<file path="src/rtl/core/safs_pkg.sv">
// Shared constants, configuration and control types for the sprite animation frame stepper.
package safs_pkg;

    // Fixed field widths
    localparam int unsigned FC_W       = 9;
    localparam int unsigned DUR_W      = 20;
    localparam int unsigned FDIM_W     = 10;
    localparam int unsigned SPEED_W    = 12;
    localparam int unsigned STEP_W     = 16;
    localparam int unsigned ELAPSED_W  = 26;
    localparam int unsigned RECT_W     = 18;
    localparam int unsigned ALPHA_W    = 8;

    // Timing and frame limits
    localparam int unsigned TIME_FRAC_BITS = 10;
    localparam int unsigned SPEED_FRAC     = 8;
    localparam int unsigned MAX_FRAMES     = 256;
    localparam int unsigned COLS_MAX       = 16;
    localparam int unsigned COLS_W         = 5;

    // Shared divider: quotient bits per run, numerator width
    localparam int unsigned QUOT_W = 8;
    localparam int unsigned NUM_W  = DUR_W + QUOT_W;

    // Register indexes on the configuration port
    localparam logic [2:0] REG_FRAME_COUNT   = 3'd0;
    localparam logic [2:0] REG_DURATION      = 3'd1;
    localparam logic [2:0] REG_FRAME_WIDTH   = 3'd2;
    localparam logic [2:0] REG_FRAME_HEIGHT  = 3'd3;
    localparam logic [2:0] REG_LAYOUT_MODE   = 3'd4;
    localparam logic [2:0] REG_FLIP_FLAGS    = 3'd5;
    localparam logic [2:0] REG_SPEED_FACTOR  = 3'd6;
    localparam logic [2:0] REG_PLAY_REVERSED = 3'd7;

    typedef struct packed {
        logic [FC_W-1:0]    frame_count;
        logic [DUR_W-1:0]   duration;
        logic [FDIM_W-1:0]  frame_width;
        logic [FDIM_W-1:0]  frame_height;
        logic               layout_mode;
        logic [1:0]         flip_flags;
        logic [SPEED_W-1:0] speed_factor;
        logic               play_reversed;
    } cfg_t;

    typedef enum logic [1:0] {
        DIV_SEL_ALPHA = 2'd0,
        DIV_SEL_INDEX = 2'd1,
        DIV_SEL_GRID  = 2'd2
    } div_sel_t;

    // Controller to datapath
    typedef struct packed {
        logic     take_in;
        logic     elapsed_upd;
        logic     div_start;
        div_sel_t div_sel;
        logic     alpha_take;
        logic     idx_check;
        logic     k_take;
        logic     rect_upd;
        logic     out_load;
    } cmd_t;

    // Datapath to controller
    typedef struct packed {
        logic div_last;
        logic done;
        logic grid;
    } sts_t;

endpackage

</file>
<file path="src/rtl/core/sprite_animation_frame_stepper.sv">
// A finished step takes only the alpha division, row layout adds the index division,
// grid layout also the grid division; the shared divider runs once per division.
// Only one word is in flight at a time; a result waiting in the output register
// does not hold off the next input word.
// Reset: synchronous active-low aresetn loads register defaults and clears elapsed time.
module sprite_animation_frame_stepper import safs_pkg::*; (
    input  logic        aclk,
    input  logic        aresetn,
    // Configuration port
    input  logic        psel,
    input  logic        penable,
    input  logic        pwrite,
    input  logic [4:0]  paddr,
    input  logic [31:0] pwdata,
    output logic [31:0] prdata,
    output logic        pready,
    // Input stream
    input  logic        s_tvalid,
    output logic        s_tready,
    input  logic [15:0] s_tdata,   // [15:0] time_step
    // Result stream
    output logic        m_tvalid,
    input  logic        m_tready,
    output logic [47:0] m_tdata,   // [17:0] rect_left, [35:18] rect_top, [43:36] fade_alpha
    output logic [0:0]  m_tuser    // [0] finished
);

    cfg_t          cfg_reg, cfg_next;
    logic          wr_en;
    logic [2:0]    reg_idx;
    logic          acc_load;
    cmd_t          cmd;
    sts_t          sts;
    logic          out_finished;
    logic [RECT_W-1:0]  out_left, out_top;
    logic [ALPHA_W-1:0] out_alpha;

    assign pready  = 1'b1;
    assign wr_en   = psel && penable && pwrite && pready;
    assign reg_idx = paddr[4:2];

    // Register writes
    always_comb begin
        cfg_next = cfg_reg;
        acc_load = 1'b0;
        if (wr_en) begin
            case (reg_idx)
                REG_FRAME_COUNT:   cfg_next.frame_count   = pwdata[FC_W-1:0];
                REG_DURATION:      cfg_next.duration      = pwdata[DUR_W-1:0];
                REG_FRAME_WIDTH:   cfg_next.frame_width   = pwdata[FDIM_W-1:0];
                REG_FRAME_HEIGHT:  cfg_next.frame_height  = pwdata[FDIM_W-1:0];
                REG_LAYOUT_MODE:   cfg_next.layout_mode   = pwdata[0];
                REG_FLIP_FLAGS:    cfg_next.flip_flags    = pwdata[1:0];
                REG_SPEED_FACTOR:  cfg_next.speed_factor  = pwdata[SPEED_W-1:0];
                REG_PLAY_REVERSED: begin
                    cfg_next.play_reversed = pwdata[0];
                    acc_load               = 1'b1;
                end
                default: ;
            endcase
        end
    end

    always_ff @(posedge aclk) begin
        if (!aresetn) begin
            cfg_reg.frame_count   <= FC_W'(1);
            cfg_reg.duration      <= DUR_W'(1 << TIME_FRAC_BITS);
            cfg_reg.frame_width   <= FDIM_W'(16);
            cfg_reg.frame_height  <= FDIM_W'(16);
            cfg_reg.layout_mode   <= 1'b0;
            cfg_reg.flip_flags    <= 2'b00;
            cfg_reg.speed_factor  <= SPEED_W'(1 << SPEED_FRAC);
            cfg_reg.play_reversed <= 1'b0;
        end else begin
            cfg_reg <= cfg_next;
        end
    end

    // Register readback
    always_comb begin
        case (reg_idx)
            REG_FRAME_COUNT:   prdata = 32'(cfg_reg.frame_count);
            REG_DURATION:      prdata = 32'(cfg_reg.duration);
            REG_FRAME_WIDTH:   prdata = 32'(cfg_reg.frame_width);
            REG_FRAME_HEIGHT:  prdata = 32'(cfg_reg.frame_height);
            REG_LAYOUT_MODE:   prdata = 32'(cfg_reg.layout_mode);
            REG_FLIP_FLAGS:    prdata = 32'(cfg_reg.flip_flags);
            REG_SPEED_FACTOR:  prdata = 32'(cfg_reg.speed_factor);
            REG_PLAY_REVERSED: prdata = 32'(cfg_reg.play_reversed);
            default:           prdata = '0;
        endcase
    end

    safs_ctrl u_ctrl (
        .aclk     (aclk),
        .aresetn  (aresetn),
        .s_tvalid (s_tvalid),
        .s_tready (s_tready),
        .m_tvalid (m_tvalid),
        .m_tready (m_tready),
        .sts      (sts),
        .cmd      (cmd)
    );

    safs_dp u_dp (
        .aclk         (aclk),
        .aresetn      (aresetn),
        .cfg          (cfg_reg),
        .acc_load     (acc_load),
        .acc_rev      (pwdata[0]),
        .s_step       (s_tdata),
        .cmd          (cmd),
        .sts          (sts),
        .out_finished (out_finished),
        .out_left     (out_left),
        .out_top      (out_top),
        .out_alpha    (out_alpha)
    );

    assign m_tdata = {4'b0, out_alpha, out_top, out_left};
    assign m_tuser = out_finished;

endmodule

</file>
<file path="src/rtl/core/safs_div.sv">
// Shared restoring divider: one quotient bit per cycle, QUOT_W quotient bits per run.
module safs_div import safs_pkg::*; (
    input  logic              aclk,
    input  logic              aresetn,
    input  logic              start,
    input  logic [NUM_W-1:0]  num,
    input  logic [DUR_W-1:0]  den,
    output logic              last,
    output logic [QUOT_W-1:0] quot,
    output logic [DUR_W-1:0]  rem
);

    localparam int unsigned CNT_W = $clog2(QUOT_W + 1);

    logic [CNT_W-1:0]  cnt_reg, cnt_next;
    logic [DUR_W-1:0]  rem_reg, rem_next;
    logic [QUOT_W-1:0] nq_reg, nq_next;
    logic [DUR_W-1:0]  den_reg, den_next;
    logic [DUR_W:0]    trial;
    logic              qbit;

    // One trial subtraction per cycle; numerator low bits shift out as quotient shifts in
    always_comb begin
        trial    = {rem_reg, nq_reg[QUOT_W-1]};
        qbit     = trial >= {1'b0, den_reg};
        cnt_next = cnt_reg;
        rem_next = rem_reg;
        nq_next  = nq_reg;
        den_next = den_reg;
        if (start) begin
            cnt_next = CNT_W'(QUOT_W);
            rem_next = num[NUM_W-1:QUOT_W];
            nq_next  = num[QUOT_W-1:0];
            den_next = den;
        end else if (cnt_reg != '0) begin
            cnt_next = cnt_reg - CNT_W'(1);
            rem_next = qbit ? DUR_W'(trial - {1'b0, den_reg}) : trial[DUR_W-1:0];
            nq_next  = {nq_reg[QUOT_W-2:0], qbit};
        end
    end

    always_ff @(posedge aclk) begin
        if (!aresetn) begin
            cnt_reg <= '0;
        end else begin
            cnt_reg <= cnt_next;
        end
        rem_reg <= rem_next;
        nq_reg  <= nq_next;
        den_reg <= den_next;
    end

    assign last = (cnt_reg == CNT_W'(1));
    assign quot = nq_reg;
    assign rem  = rem_reg;

endmodule

</file>
<file path="src/rtl/core/safs_dp.sv">
// Datapath: elapsed-time accumulator, alpha and frame index, rectangle origin, output word.
module safs_dp import safs_pkg::*; (
    input  logic              aclk,
    input  logic              aresetn,
    input  cfg_t              cfg,
    input  logic              acc_load,
    input  logic              acc_rev,
    input  logic [STEP_W-1:0] s_step,
    input  cmd_t              cmd,
    output sts_t              sts,
    output logic              out_finished,
    output logic [RECT_W-1:0] out_left,
    output logic [RECT_W-1:0] out_top,
    output logic [ALPHA_W-1:0] out_alpha
);

    localparam int unsigned PROD_W  = ELAPSED_W + FC_W;
    localparam int unsigned SPROD_W = STEP_W + SPEED_W;
    localparam int unsigned DELTA_W = SPROD_W - SPEED_FRAC;
    localparam int unsigned K_W     = $clog2(MAX_FRAMES);

    // Floor square root over the frame count range
    function automatic logic [COLS_W-1:0] isqrt_cols(input logic [FC_W-1:0] v);
        logic [COLS_W-1:0] cnt;
        cnt = '0;
        for (int r = 1; r <= COLS_MAX; r++) begin
            if (r * r <= int'(v))
                cnt = cnt + COLS_W'(1);
        end
        return cnt;
    endfunction

    logic [ELAPSED_W-1:0] elapsed_reg, elapsed_next;
    logic [DELTA_W-1:0]   delta_reg;
    logic [ELAPSED_W:0]   diff_reg;
    logic [PROD_W-1:0]    prod_reg;
    logic [COLS_W-1:0]    cols_reg;
    logic [ALPHA_W-1:0]   alpha_reg;
    logic                 done_reg;
    logic [K_W-1:0]       k_reg;
    logic [RECT_W-1:0]    last_left_reg, last_top_reg;
    logic                 fin_out_reg;
    logic [RECT_W-1:0]    left_out_reg, top_out_reg;
    logic [ALPHA_W-1:0]   alpha_out_reg;

    logic [FC_W-1:0]      fc;
    logic [SPROD_W-1:0]   step_prod;
    logic [ELAPSED_W:0]   acc_sum;
    logic [ELAPSED_W-1:0] acc_sat;
    logic [ELAPSED_W-1:0] mag;
    logic                 dur_zero;
    logic                 done_now;
    logic                 diff_le0, diff_ge_dur;
    logic [NUM_W-1:0]     alpha_num;
    logic [NUM_W-1:0]     div_num;
    logic [DUR_W-1:0]     div_den;
    logic                 div_start;
    logic                 div_last;
    logic [QUOT_W-1:0]    div_quot;
    logic [DUR_W-1:0]     div_rem;
    logic [K_W-1:0]       mul_k;
    logic [RECT_W-1:0]    left_next, top_next;

    // Clamped frame count and scaled step
    assign fc        = (cfg.frame_count > FC_W'(MAX_FRAMES)) ? FC_W'(MAX_FRAMES)
                                                              : cfg.frame_count;
    assign step_prod = SPROD_W'(s_step) * SPROD_W'(cfg.speed_factor);
    assign dur_zero  = (cfg.duration == '0);

    // Accumulator advance with saturation at the signed limits
    always_comb begin
        if (cfg.play_reversed)
            acc_sum = {elapsed_reg[ELAPSED_W-1], elapsed_reg} - (ELAPSED_W+1)'(delta_reg);
        else
            acc_sum = {elapsed_reg[ELAPSED_W-1], elapsed_reg} + (ELAPSED_W+1)'(delta_reg);
        if (acc_sum[ELAPSED_W] != acc_sum[ELAPSED_W-1])
            acc_sat = acc_sum[ELAPSED_W] ? {1'b1, {(ELAPSED_W-1){1'b0}}}
                                         : {1'b0, {(ELAPSED_W-1){1'b1}}};
        else
            acc_sat = acc_sum[ELAPSED_W-1:0];
    end

    always_comb begin
        elapsed_next = elapsed_reg;
        if (acc_load)
            elapsed_next = acc_rev ? ELAPSED_W'(cfg.duration) : '0;
        else if (cmd.elapsed_upd)
            elapsed_next = acc_sat;
    end

    // Magnitude of elapsed time for the index product
    assign mag = elapsed_reg[ELAPSED_W-1] ? (~elapsed_reg + ELAPSED_W'(1)) : elapsed_reg;

    // Index range check: negative times are in range only while |e|*fc < duration
    assign done_now = dur_zero || (fc == '0)
                   || (!elapsed_reg[ELAPSED_W-1] && (elapsed_reg >= ELAPSED_W'(cfg.duration)))
                   || (elapsed_reg[ELAPSED_W-1] && (prod_reg >= PROD_W'(cfg.duration)));

    // Alpha cases from remaining time before the step
    assign diff_le0    = diff_reg[ELAPSED_W] || (diff_reg == '0);
    assign diff_ge_dur = !diff_reg[ELAPSED_W]
                      && (diff_reg[ELAPSED_W-1:0] >= ELAPSED_W'(cfg.duration));
    assign alpha_num   = {diff_reg[DUR_W-1:0], {QUOT_W{1'b0}}}
                       - NUM_W'(diff_reg[DUR_W-1:0]);

    // Divider operand selection
    always_comb begin
        case (cmd.div_sel)
            DIV_SEL_ALPHA: begin
                div_num = alpha_num;
                div_den = cfg.duration;
            end
            DIV_SEL_INDEX: begin
                div_num = prod_reg[NUM_W-1:0];
                div_den = cfg.duration;
            end
            DIV_SEL_GRID: begin
                div_num = NUM_W'(div_quot);
                div_den = DUR_W'(cols_reg);
            end
            default: begin
                div_num = alpha_num;
                div_den = cfg.duration;
            end
        endcase
    end

    assign div_start = cmd.div_start;

    safs_div u_div (
        .aclk    (aclk),
        .aresetn (aresetn),
        .start   (div_start),
        .num     (div_num),
        .den     (div_den),
        .last    (div_last),
        .quot    (div_quot),
        .rem     (div_rem)
    );

    // Rectangle origin: row layout uses k, grid uses remainder and quotient
    assign mul_k     = cfg.layout_mode ? K_W'(div_rem[COLS_W-2:0]) : k_reg;
    assign left_next = RECT_W'((cfg.flip_flags[0] ? RECT_W'(cfg.frame_width) : '0)
                     + RECT_W'(cfg.frame_width) * RECT_W'(mul_k));
    assign top_next  = RECT_W'((cfg.flip_flags[1] ? RECT_W'(cfg.frame_height) : '0)
                     + (cfg.layout_mode ? RECT_W'(cfg.frame_height) * RECT_W'(div_quot)
                                        : '0));

    // State registers
    always_ff @(posedge aclk) begin
        if (!aresetn) begin
            elapsed_reg   <= '0;
            last_left_reg <= '0;
            last_top_reg  <= '0;
        end else begin
            elapsed_reg <= elapsed_next;
            if (cmd.rect_upd) begin
                last_left_reg <= left_next;
                last_top_reg  <= top_next;
            end
        end
    end

    // Working and output word registers
    always_ff @(posedge aclk) begin
        prod_reg <= PROD_W'(mag) * PROD_W'(fc);
        cols_reg <= isqrt_cols(fc);
        if (cmd.take_in) begin
            delta_reg <= step_prod[SPROD_W-1:SPEED_FRAC];
            diff_reg  <= (ELAPSED_W+1)'(cfg.duration)
                       - {elapsed_reg[ELAPSED_W-1], elapsed_reg};
        end
        if (cmd.alpha_take) begin
            if (dur_zero || diff_le0)
                alpha_reg <= '0;
            else if (diff_ge_dur)
                alpha_reg <= '1;
            else
                alpha_reg <= div_quot;
        end
        if (cmd.idx_check)
            done_reg <= done_now;
        if (cmd.k_take)
            k_reg <= div_quot;
        if (cmd.out_load) begin
            fin_out_reg   <= done_reg;
            left_out_reg  <= last_left_reg;
            top_out_reg   <= last_top_reg;
            alpha_out_reg <= alpha_reg;
        end
    end

    assign sts.div_last = div_last;
    assign sts.done     = done_now;
    assign sts.grid     = cfg.layout_mode;

    assign out_finished = fin_out_reg;
    assign out_left     = left_out_reg;
    assign out_top      = top_out_reg;
    assign out_alpha    = alpha_out_reg;

endmodule

</file>
<file path="src/rtl/core/safs_ctrl.sv">
// Controller: takes one tick through alpha, and index and grid as needed; hands off the word.
module safs_ctrl import safs_pkg::*; (
    input  logic aclk,
    input  logic aresetn,
    input  logic s_tvalid,
    output logic s_tready,
    output logic m_tvalid,
    input  logic m_tready,
    input  sts_t sts,
    output cmd_t cmd
);

    typedef enum logic [8:0] {
        ST_IDLE   = 9'b000000001,
        ST_ALPHA  = 9'b000000010,
        ST_ADIV   = 9'b000000100,
        ST_INDEX  = 9'b000001000,
        ST_IDIV   = 9'b000010000,
        ST_GSTART = 9'b000100000,
        ST_GDIV   = 9'b001000000,
        ST_RECT   = 9'b010000000,
        ST_OUT    = 9'b100000000
    } state_t;

    state_t state_reg, state_next;
    logic   m_tvalid_reg, m_tvalid_next;

    // Next state and commands
    always_comb begin
        state_next = state_reg;
        cmd        = '0;
        cmd.div_sel = DIV_SEL_ALPHA;
        case (state_reg)
            ST_IDLE: begin
                if (s_tvalid) begin
                    cmd.take_in = 1'b1;
                    state_next  = ST_ALPHA;
                end
            end
            ST_ALPHA: begin
                cmd.elapsed_upd = 1'b1;
                cmd.div_start   = 1'b1;
                cmd.div_sel     = DIV_SEL_ALPHA;
                state_next      = ST_ADIV;
            end
            ST_ADIV: begin
                if (sts.div_last)
                    state_next = ST_INDEX;
            end
            ST_INDEX: begin
                cmd.alpha_take = 1'b1;
                cmd.idx_check  = 1'b1;
                if (sts.done) begin
                    state_next = ST_OUT;
                end else begin
                    cmd.div_start = 1'b1;
                    cmd.div_sel   = DIV_SEL_INDEX;
                    state_next    = ST_IDIV;
                end
            end
            ST_IDIV: begin
                if (sts.div_last)
                    state_next = ST_GSTART;
            end
            ST_GSTART: begin
                cmd.k_take = 1'b1;
                if (sts.grid) begin
                    cmd.div_start = 1'b1;
                    cmd.div_sel   = DIV_SEL_GRID;
                    state_next    = ST_GDIV;
                end else begin
                    state_next = ST_RECT;
                end
            end
            ST_GDIV: begin
                if (sts.div_last)
                    state_next = ST_RECT;
            end
            ST_RECT: begin
                cmd.rect_upd = 1'b1;
                state_next   = ST_OUT;
            end
            ST_OUT: begin
                if (!m_tvalid_reg || m_tready) begin
                    cmd.out_load = 1'b1;
                    state_next   = ST_IDLE;
                end
            end
            default: begin
                state_next = ST_IDLE;
            end
        endcase
    end

    // Output word valid
    always_comb begin
        if (cmd.out_load)
            m_tvalid_next = 1'b1;
        else if (m_tready)
            m_tvalid_next = 1'b0;
        else
            m_tvalid_next = m_tvalid_reg;
    end

    always_ff @(posedge aclk) begin
        if (!aresetn) begin
            state_reg    <= ST_IDLE;
            m_tvalid_reg <= 1'b0;
        end else begin
            state_reg    <= state_next;
            m_tvalid_reg <= m_tvalid_next;
        end
    end

    assign s_tready = (state_reg == ST_IDLE);
    assign m_tvalid = m_tvalid_reg;

endmodule
</file>
<file path="config.mk">
export PLATFORM = sky130hd
export DESIGN_NAME = sprite_animation_frame_stepper
export DESIGN_NICKNAME = d
export VERILOG_FILES = /design/src/rtl/core/safs_pkg.sv /design/src/rtl/core/sprite_animation_frame_stepper.sv /design/src/rtl/core/safs_div.sv /design/src/rtl/core/safs_dp.sv /design/src/rtl/core/safs_ctrl.sv
export SDC_FILE = /design/constraint.sdc
export NUM_CORES = 2
export LEC_CHECK = 0
export BUFFER_PORTS_ARGS = -buffer_cell sky130_fd_sc_hd__buf_2
export CAP_MARGIN = 15
export CORE_AREA = 2 2 327 410
export CTS_BUF_LIST = sky130_fd_sc_hd__clkbuf_8
export DETAILED_ROUTE_END_ITERATION = 12
export DIE_AREA = 0 0 329 412
export GPL_TIMING_DRIVEN = 0
export MAX_ROUTING_LAYER = met4
export PLACE_DENSITY = 0.5
export SYNTH_ARGS = -nofsm -noshare
export SYNTH_HDL_FRONTEND = slang
export SYNTH_SLANG_ARGS = --single-unit
export TNS_END_PERCENT = 50
</file>
<file path="constraint.sdc">
create_clock -name aclk -period 23.3 [get_ports aclk]
set_clock_uncertainty 0.1 [all_clocks]
set_input_delay 1.165 -clock aclk [delete_from_list [all_inputs] [get_ports aclk]]
set_output_delay 1.165 -clock aclk [all_outputs]
set_load 0.03 [all_outputs]
</file>
After elaboration in Yosys (flattened, before gate mapping) --
Index checks and enable logic that the tools add are counted.
Word-level totals: word-level logic and storage cells 202, flip-flop bits (word level) 338, input bits 60
Cells by class: magnitude comparators 21, muxes and demuxes 62, $mul 4, reduce and logical (&&, ||, !) cells 33, bitwise operators 2, equal/unequal tests 26, $add $sub $neg 24
Operators by type and width (number):
- case mux 32 bit (8 select lines) | 1
- two-way mux 26 bit | 5
- case mux 9 bit (9 select lines) | 1
- two-way mux 20 bit | 4
- two-way mux 5 bit | 16
- adder 5 x 1 -> 5 bit, second input constant | 14
- two-way mux 9 bit | 7
- case mux 28 bit (2 select lines) | 1
- >= comparator 26 x 20 -> 1 bit | 2
- two-way mux 8 bit | 5
- adder 18 bit | 2
- less-or-equal comparator 7 x 9 -> 1 bit, first input constant | 4
- less-or-equal comparator 8 x 9 -> 1 bit, first input constant | 4
- multiplier 10 x 8 -> 18 bit | 2
- >= comparator 35 x 20 -> 1 bit | 1
- multiplier 26 x 9 -> 35 bit | 1
- multiplier 16 x 12 -> 28 bit | 1
- subtractor 28 x 20 -> 28 bit | 1
- adder 26 x 21 -> 27 bit | 1
- logical NOT 27 bit | 1
- two-way mux 27 bit | 1
- subtractor 21 x 26 -> 27 bit | 1
- subtractor 26 x 21 -> 27 bit | 1
- adder 26 x 1 -> 26 bit, second input constant | 1
- 49 further kinds | 94

Depth between registers and ports, before layout --
depth in word-level cells 34, mapped depth 46

By module --
From an unflattened synthesis, not the netlist that was laid out.
Second synthesis, totals: cell total of the unflattened synthesis 4527, area, all modules 39803.2 um2
Modules (own cells, without submodules):
- safs_dp | instances 1, cells an instance 3768, area an instance 32643.8 um2
- safs_div | instances 1, cells an instance 315, area an instance 3309.4 um2
- sprite_animation_frame_stepper | instances 1, cells an instance 364, area an instance 3181.8 um2
- safs_ctrl | instances 1, cells an instance 80, area an instance 668.1 um2

Worst setup path before layout --
Ideal clock, no wire load.
path kind register to register, from register cfg_reg[64] (netlist bit), to register u_dp.cols_reg[4], path slack 15.358 ns, data arrival time 7.721 ns, stages on the path, launching flop included 44, path buffers 2, library setup time 0.121 ns, cell sequence dfxtp_1 > buf_6 > or4_1 > buf_2 > or2_2 > ha_1 > xnor2_1 > ha_1 > o21ai_0 > o21ai_0 > ha_1 > nor2_1 > a21oi_1 > xnor2_1 > a21oi_1 > ha_1 > xor2_1 > a21oi_1 > [... 8 more ...] > xnor2_1 > nor2_1 > a31o_2 > inv_1 > ha_1 > mux2i_1 > xnor2_1 > nor2_1 > a21oi_1 > ha_1 > inv_1 > mux2i_1 > ha_1 > nand2_1 > o21ai_0 > o2bb2ai_1 > mux2i_1 > xnor2_1
Between the ends: longest elaborated chain between the ends 34
Ends and longest elaborated chain:
- start, declared | RTL line sprite_animation_frame_stepper.sv:28 | cfg_t cfg_reg, cfg_next;
- start signal, assigned | RTL line sprite_animation_frame_stepper.sv:75 | cfg_reg <= cfg_next;
- greater-than comparator 9 bit | RTL line safs_dp.sv:65 | assign fc = (cfg.frame_count > FC_W'(MAX_FRAMES)) ? FC_W'(MAX_FRAMES)
- two-way mux 9 bit (*) | RTL line safs_dp.sv:65
- less-or-equal comparator 1 x 9 -> 1 bit | RTL line safs_dp.sv:27 | if (r * r <= int'(v))
- two-way mux 1 bit | RTL line safs_dp.sv:27
- adder 1 x 1 -> 2 bit | RTL line safs_dp.sv:28 | cnt = cnt + COLS_W'(1);
- two-way mux 5 bit | RTL line safs_dp.sv:27
- adder 5 x 1 -> 5 bit | RTL line safs_dp.sv:28
- two-way mux 5 bit | RTL line safs_dp.sv:27
- [... 18 more ...]
- adder 5 x 1 -> 5 bit | RTL line safs_dp.sv:28
- two-way mux 5 bit | RTL line safs_dp.sv:27
- adder 5 x 1 -> 5 bit | RTL line safs_dp.sv:28
- two-way mux 5 bit | RTL line safs_dp.sv:27
- adder 5 x 1 -> 5 bit | RTL line safs_dp.sv:28
- two-way mux 5 bit | RTL line safs_dp.sv:27
- adder 5 x 1 -> 5 bit | RTL line safs_dp.sv:28
- two-way mux 5 bit (*) | RTL line safs_dp.sv:27
- end signal, assigned | RTL line safs_dp.sv:167 | cols_reg <= isqrt_cols(fc);
- end, declared | RTL line safs_dp.sv:37 | logic [COLS_W-1:0] cols_reg;
Mark *: on every way between the ends. The rest lies on a longest branch, timed or not. A chain may end at the register's enable or synchronous reset.

Worst setup path after layout --
from register cfg_reg[63] (netlist bit), to register u_dp.cols_reg[4]
Same word-level chain as after synthesis.

==> flow_metrics.py <==
metrics = {
    "drt": {
        "drt-vias-per-instance": 4.92,
        "drtPass1Iterations": 7,
        "postRouteAntennaNets": 0,
        "remaining_drc_errors": 0,
        "wire_per_inst_um": 19.0,
        "drt_wl_total_um": 123000,
        "drt_iter0_markers": 1848,
        "num_vias": 31900,
    },
    "final_layout": {
        "multi_input_area_um2": 28000,
        "syn_to_final_growth_pct": 11.0,
        "postLayoutCoreUtil": 0.332,
        "layout-drive-gt1-share": 0.0607,
        "fin_area_um2": 43700,
        "fillers": 13900,
        "seqCellArea_um2": 8340,
        "fin_nets": 5519,
        "largest_reg_flops": 65,
    },
    "synthesis": {
        "ys_seq_area_frac": 0.212,
        "synth_cell_types": 94,
        "synth-edff-count": 157,
        "synthFlopType": "dfxtp_1",
        "synth_area_per_cell_um2": 8.78,
        "synth_top_area_share": 0.213,
        "ys_top_cells_by_area": "fa_1 21%, edfxtp_1 12%, ha_1 12%",
        "yosysWarningCount": 0,
        "yosysTopAreaCell": "fa_1",
        "syn-instance-count": 4480,
        "syn-cell-area_um2": 39300,
        "ys_ff_latch": 338,
        "ys_async_sr_fraction": 0,
    },
    "cts": {
        "post_cts_buffers": 0,
        "numClockSinks": 338,
        "tritoncts": "built",
        "post_cts_resized": 0,
        "htreeDepth": 2,
        "root_buffer": "clkbuf_8",
        "clk_pin_slew_worst_paths_ns": 0.07,
        "hold_buffers": 0,
        "cts.path.max_buffers": 3,
        "clk_latency_ns": 0.77,
        "numCtsBuffers": 59,
    },
    "sta": {
        "grt_setup_unrepaired": "no",
        "fin_ws_ns": 13.79,
        "max_freq_mhz": 105,
        "setup_viol": 0,
        "hold_viol_final": 0,
        "period_needed_ns": 9.51,
        "worst_pin_slew_ns": 1.13,
        "hold-worst-slack_ns": 0.316,
        "finalCritPeriodShare": 0.408,
        "fin_tns_setup_ns": 0,
        "relSlewSlack": 0.240,
        "slew_viol_final": 0,
    },
    "global_routing": {
        "antenna_found_initial": 15,
        "overflow": 0,
        "grt_pass1_wl_um": 191000,
        "grt_pass1_vias": 32400,
        "grt_use_total": 0.188,
        "grt_max_degree": 30,
    },
    "setup_path": {
        "worstReg2RegEnd": "u_dp.cols_reg[4]$_DFF_P_",
        "crit_slowest_cell": "a211oi_1",
        "rr_startpoint": "cfg_reg[63]$_SDFFE_PN0P_",
        "r2r_setup_slack_ns": 13.79,
        "max_stage_delay_ns": 0.43,
        "worstPathArrival_ns": 10.01,
        "required_ns": 23.80,
        "crit_path_end": "u_dp.cols_reg[4]$_DFF_P_",
        "critPathCaptureType": "register",
        "cp-startpoint": "cfg_reg[63]$_SDFFE_PN0P_",
        "startpoint_type": "register",
        "path_common_cell": "ha_1",
        "rr_worst_depth": 45,
        "worst-path-max-fanout": 10,
        "critical_path_class": "register to register",
    },
    "floorplanning": {
        "ios": 144,
        "rows": 149,
        "dieArea_um2": 136000,
        "die_width_um": 329,
        "die_y_um": 412,
        "start_util": 0.299,
        "fp.coreArea_um2": 131000,
    },
    "place": {
        "gp_congestion": 0.915,
        "dp_hpwl_um": 101000,
        "pre_cts_slack_ns": 13.85,
        "dpl-instance-area_um2": 42200,
        "io_buffers": 110,
    },
    "pwr": {
        "pwr-share-clk": 0.301,
        "p_comb_frac": 0.342,
        "p_leak_uw": 0.0199,
        "p_int_uw": 1360,
        "power_frac_seq": 0.357,
        "p_sw_uw": 801,
        "swShare": 0.371,
        "powerDensity_nw_per_um2": 49.5,
        "ir_drop_mv": 0.0423,
    },
    "min_path": {
        "hold_class": "register to register",
    },
    "run": {
        "drv_cap": 0,
    },
    "outcome": {
        "status": "completed",
    },
}
## power by group through the flow
stage,registers [uW],logic (uW),clock network (uW)
floorplan,745,543,0
global placement,785,722,0
detailed placement,783,738,0
CTS,771,742,667
global route,774,832,688
finish,770,739,651
## synth_stat cells, drive strengths merged (33+ instances only)
library cell,count
edfxtp,157
and2,182
nor3,70
buf,34
o21a,42
xnor2,197
dfxtp,181
a21oi,235
o21ai,145
clkbuf,178
fa,418
nor2,307
a22oi,44
xor2,50
nand3,44
nand2,624
inv,578
nor2b,56
mux2i,102
ha,366
nand4,33
a21o,59
## cells by family after synthesis
kind of cell             synth area share
adder cells (fa/ha/maj)             0.331
AND/OR/NAND/NOR                     0.173
AO/OA/AOI/OAI                       0.118
XOR/XNOR                           0.0578
flip-flops                          0.212
other                            0.000191
buffers and inverters              0.0774
multiplexers                       0.0311
## worst min path at each step
stage	start	end	slack, ns	depth (start not counted)
after CTS	u_dp.last_top_reg[8]$_SDFFE_PN0N_	u_dp.out_top[8]$_DFFE_PP_	0.32	0
final	u_dp.last_top_reg[8]$_SDFFE_PN0N_	u_dp.out_top[8]$_DFFE_PP_	0.32	0
after global placement	u_dp.done_reg$_DFFE_PP_	u_dp.out_finished$_DFFE_PP_	0.31	0
after floorplan	u_dp.alpha_reg[0]$_SDFFCE_PP0P_	u_dp.out_alpha[0]$_DFFE_PP_	0.30	0
after global routing	u_dp.last_top_reg[8]$_SDFFE_PN0N_	u_dp.out_top[8]$_DFFE_PP_	0.34	0
after detailed placement	u_dp.alpha_reg[6]$_SDFFCE_PP0P_	u_dp.out_alpha[6]$_DFFE_PP_	0.31	0
## per-layer routing
layer	global-route usage	vias up	wire length (um)	part of all wire
li1	-	15200	-	-
met1	0.226	15700	50900	0.41
met2	0.324	792	61000	0.50
met3	0.0244	185	6880	0.056
met4	0.0625	0	4410	0.036
met5	-	-	0	0
## final cells by class
cell class / instances / share of cell area
diodes: 13 / 0.000745
multi-input cells: 3365 / 0.642
clock buffers: 72 / 0.0227
repair buffers: 119 / 0.0150
flip-flops and latches: 338 / 0.191
clock inverters: 40 / 0.00894
plain buffers: 212 / 0.0199
inverters: 580 / 0.0499
well taps: 1736 / 0.0498
## metrics by stage
stage	total power, uW	cells
after detailed placement	1520	6350
final	2160	6475
after floorplan	1290	4495
after global placement	1510	6341
after CTS	2180	6462
after global routing	2290	6474
## placed cells by master, fill, tap and decap left out, types with 15 or more instances in the layout
master    synthesis  final
a22oi_1          44     44
a211oi_1         20     20
buf_4            17     19
conb_1            2     17
xnor2_1         191    191
clkbuf_8          0     72
o21ai_0         143    143
nand2_1         624    624
nor2_1          307    307
a21o_1           59     59
nor2b_1          56     55
a21oi_1         234    234
nor4_1           32     31
xor2_1           49     49
a31oi_1          18     18
and2_1          181    180
fa_1            418    418
dfxtp_1         181    181
ha_1            366    366
mux2i_1         102    102
edfxtp_1        157    157
o21a_1           42     42
buf_1            15     15
inv_1           577    594
nand2b_1         28     28
nand3_1          44     44
nor3_1           70     70
o21bai_1         22     22
clkbuf_1        178    178
a21boi_0         26     26
buf_2             1    112
or3_1            22     22
nand4_1          33     33
## worst max-delay path: cells and delay by family, from the launching register on
| kind | cells | cell delay, ns |
|---|---|---|
| mux | 3 | 0.47 |
| flops | 1 | 0.31 |
| simple gates | 8 | 1.34 |
| fa+ha+maj | 9 | 2.63 |
| compound gates | 15 | 2.97 |
| xor+xnor | 6 | 0.89 |
| buf+inv | 4 | 0.62 |
No activity file was read; power rests on OpenSTA's default activity.
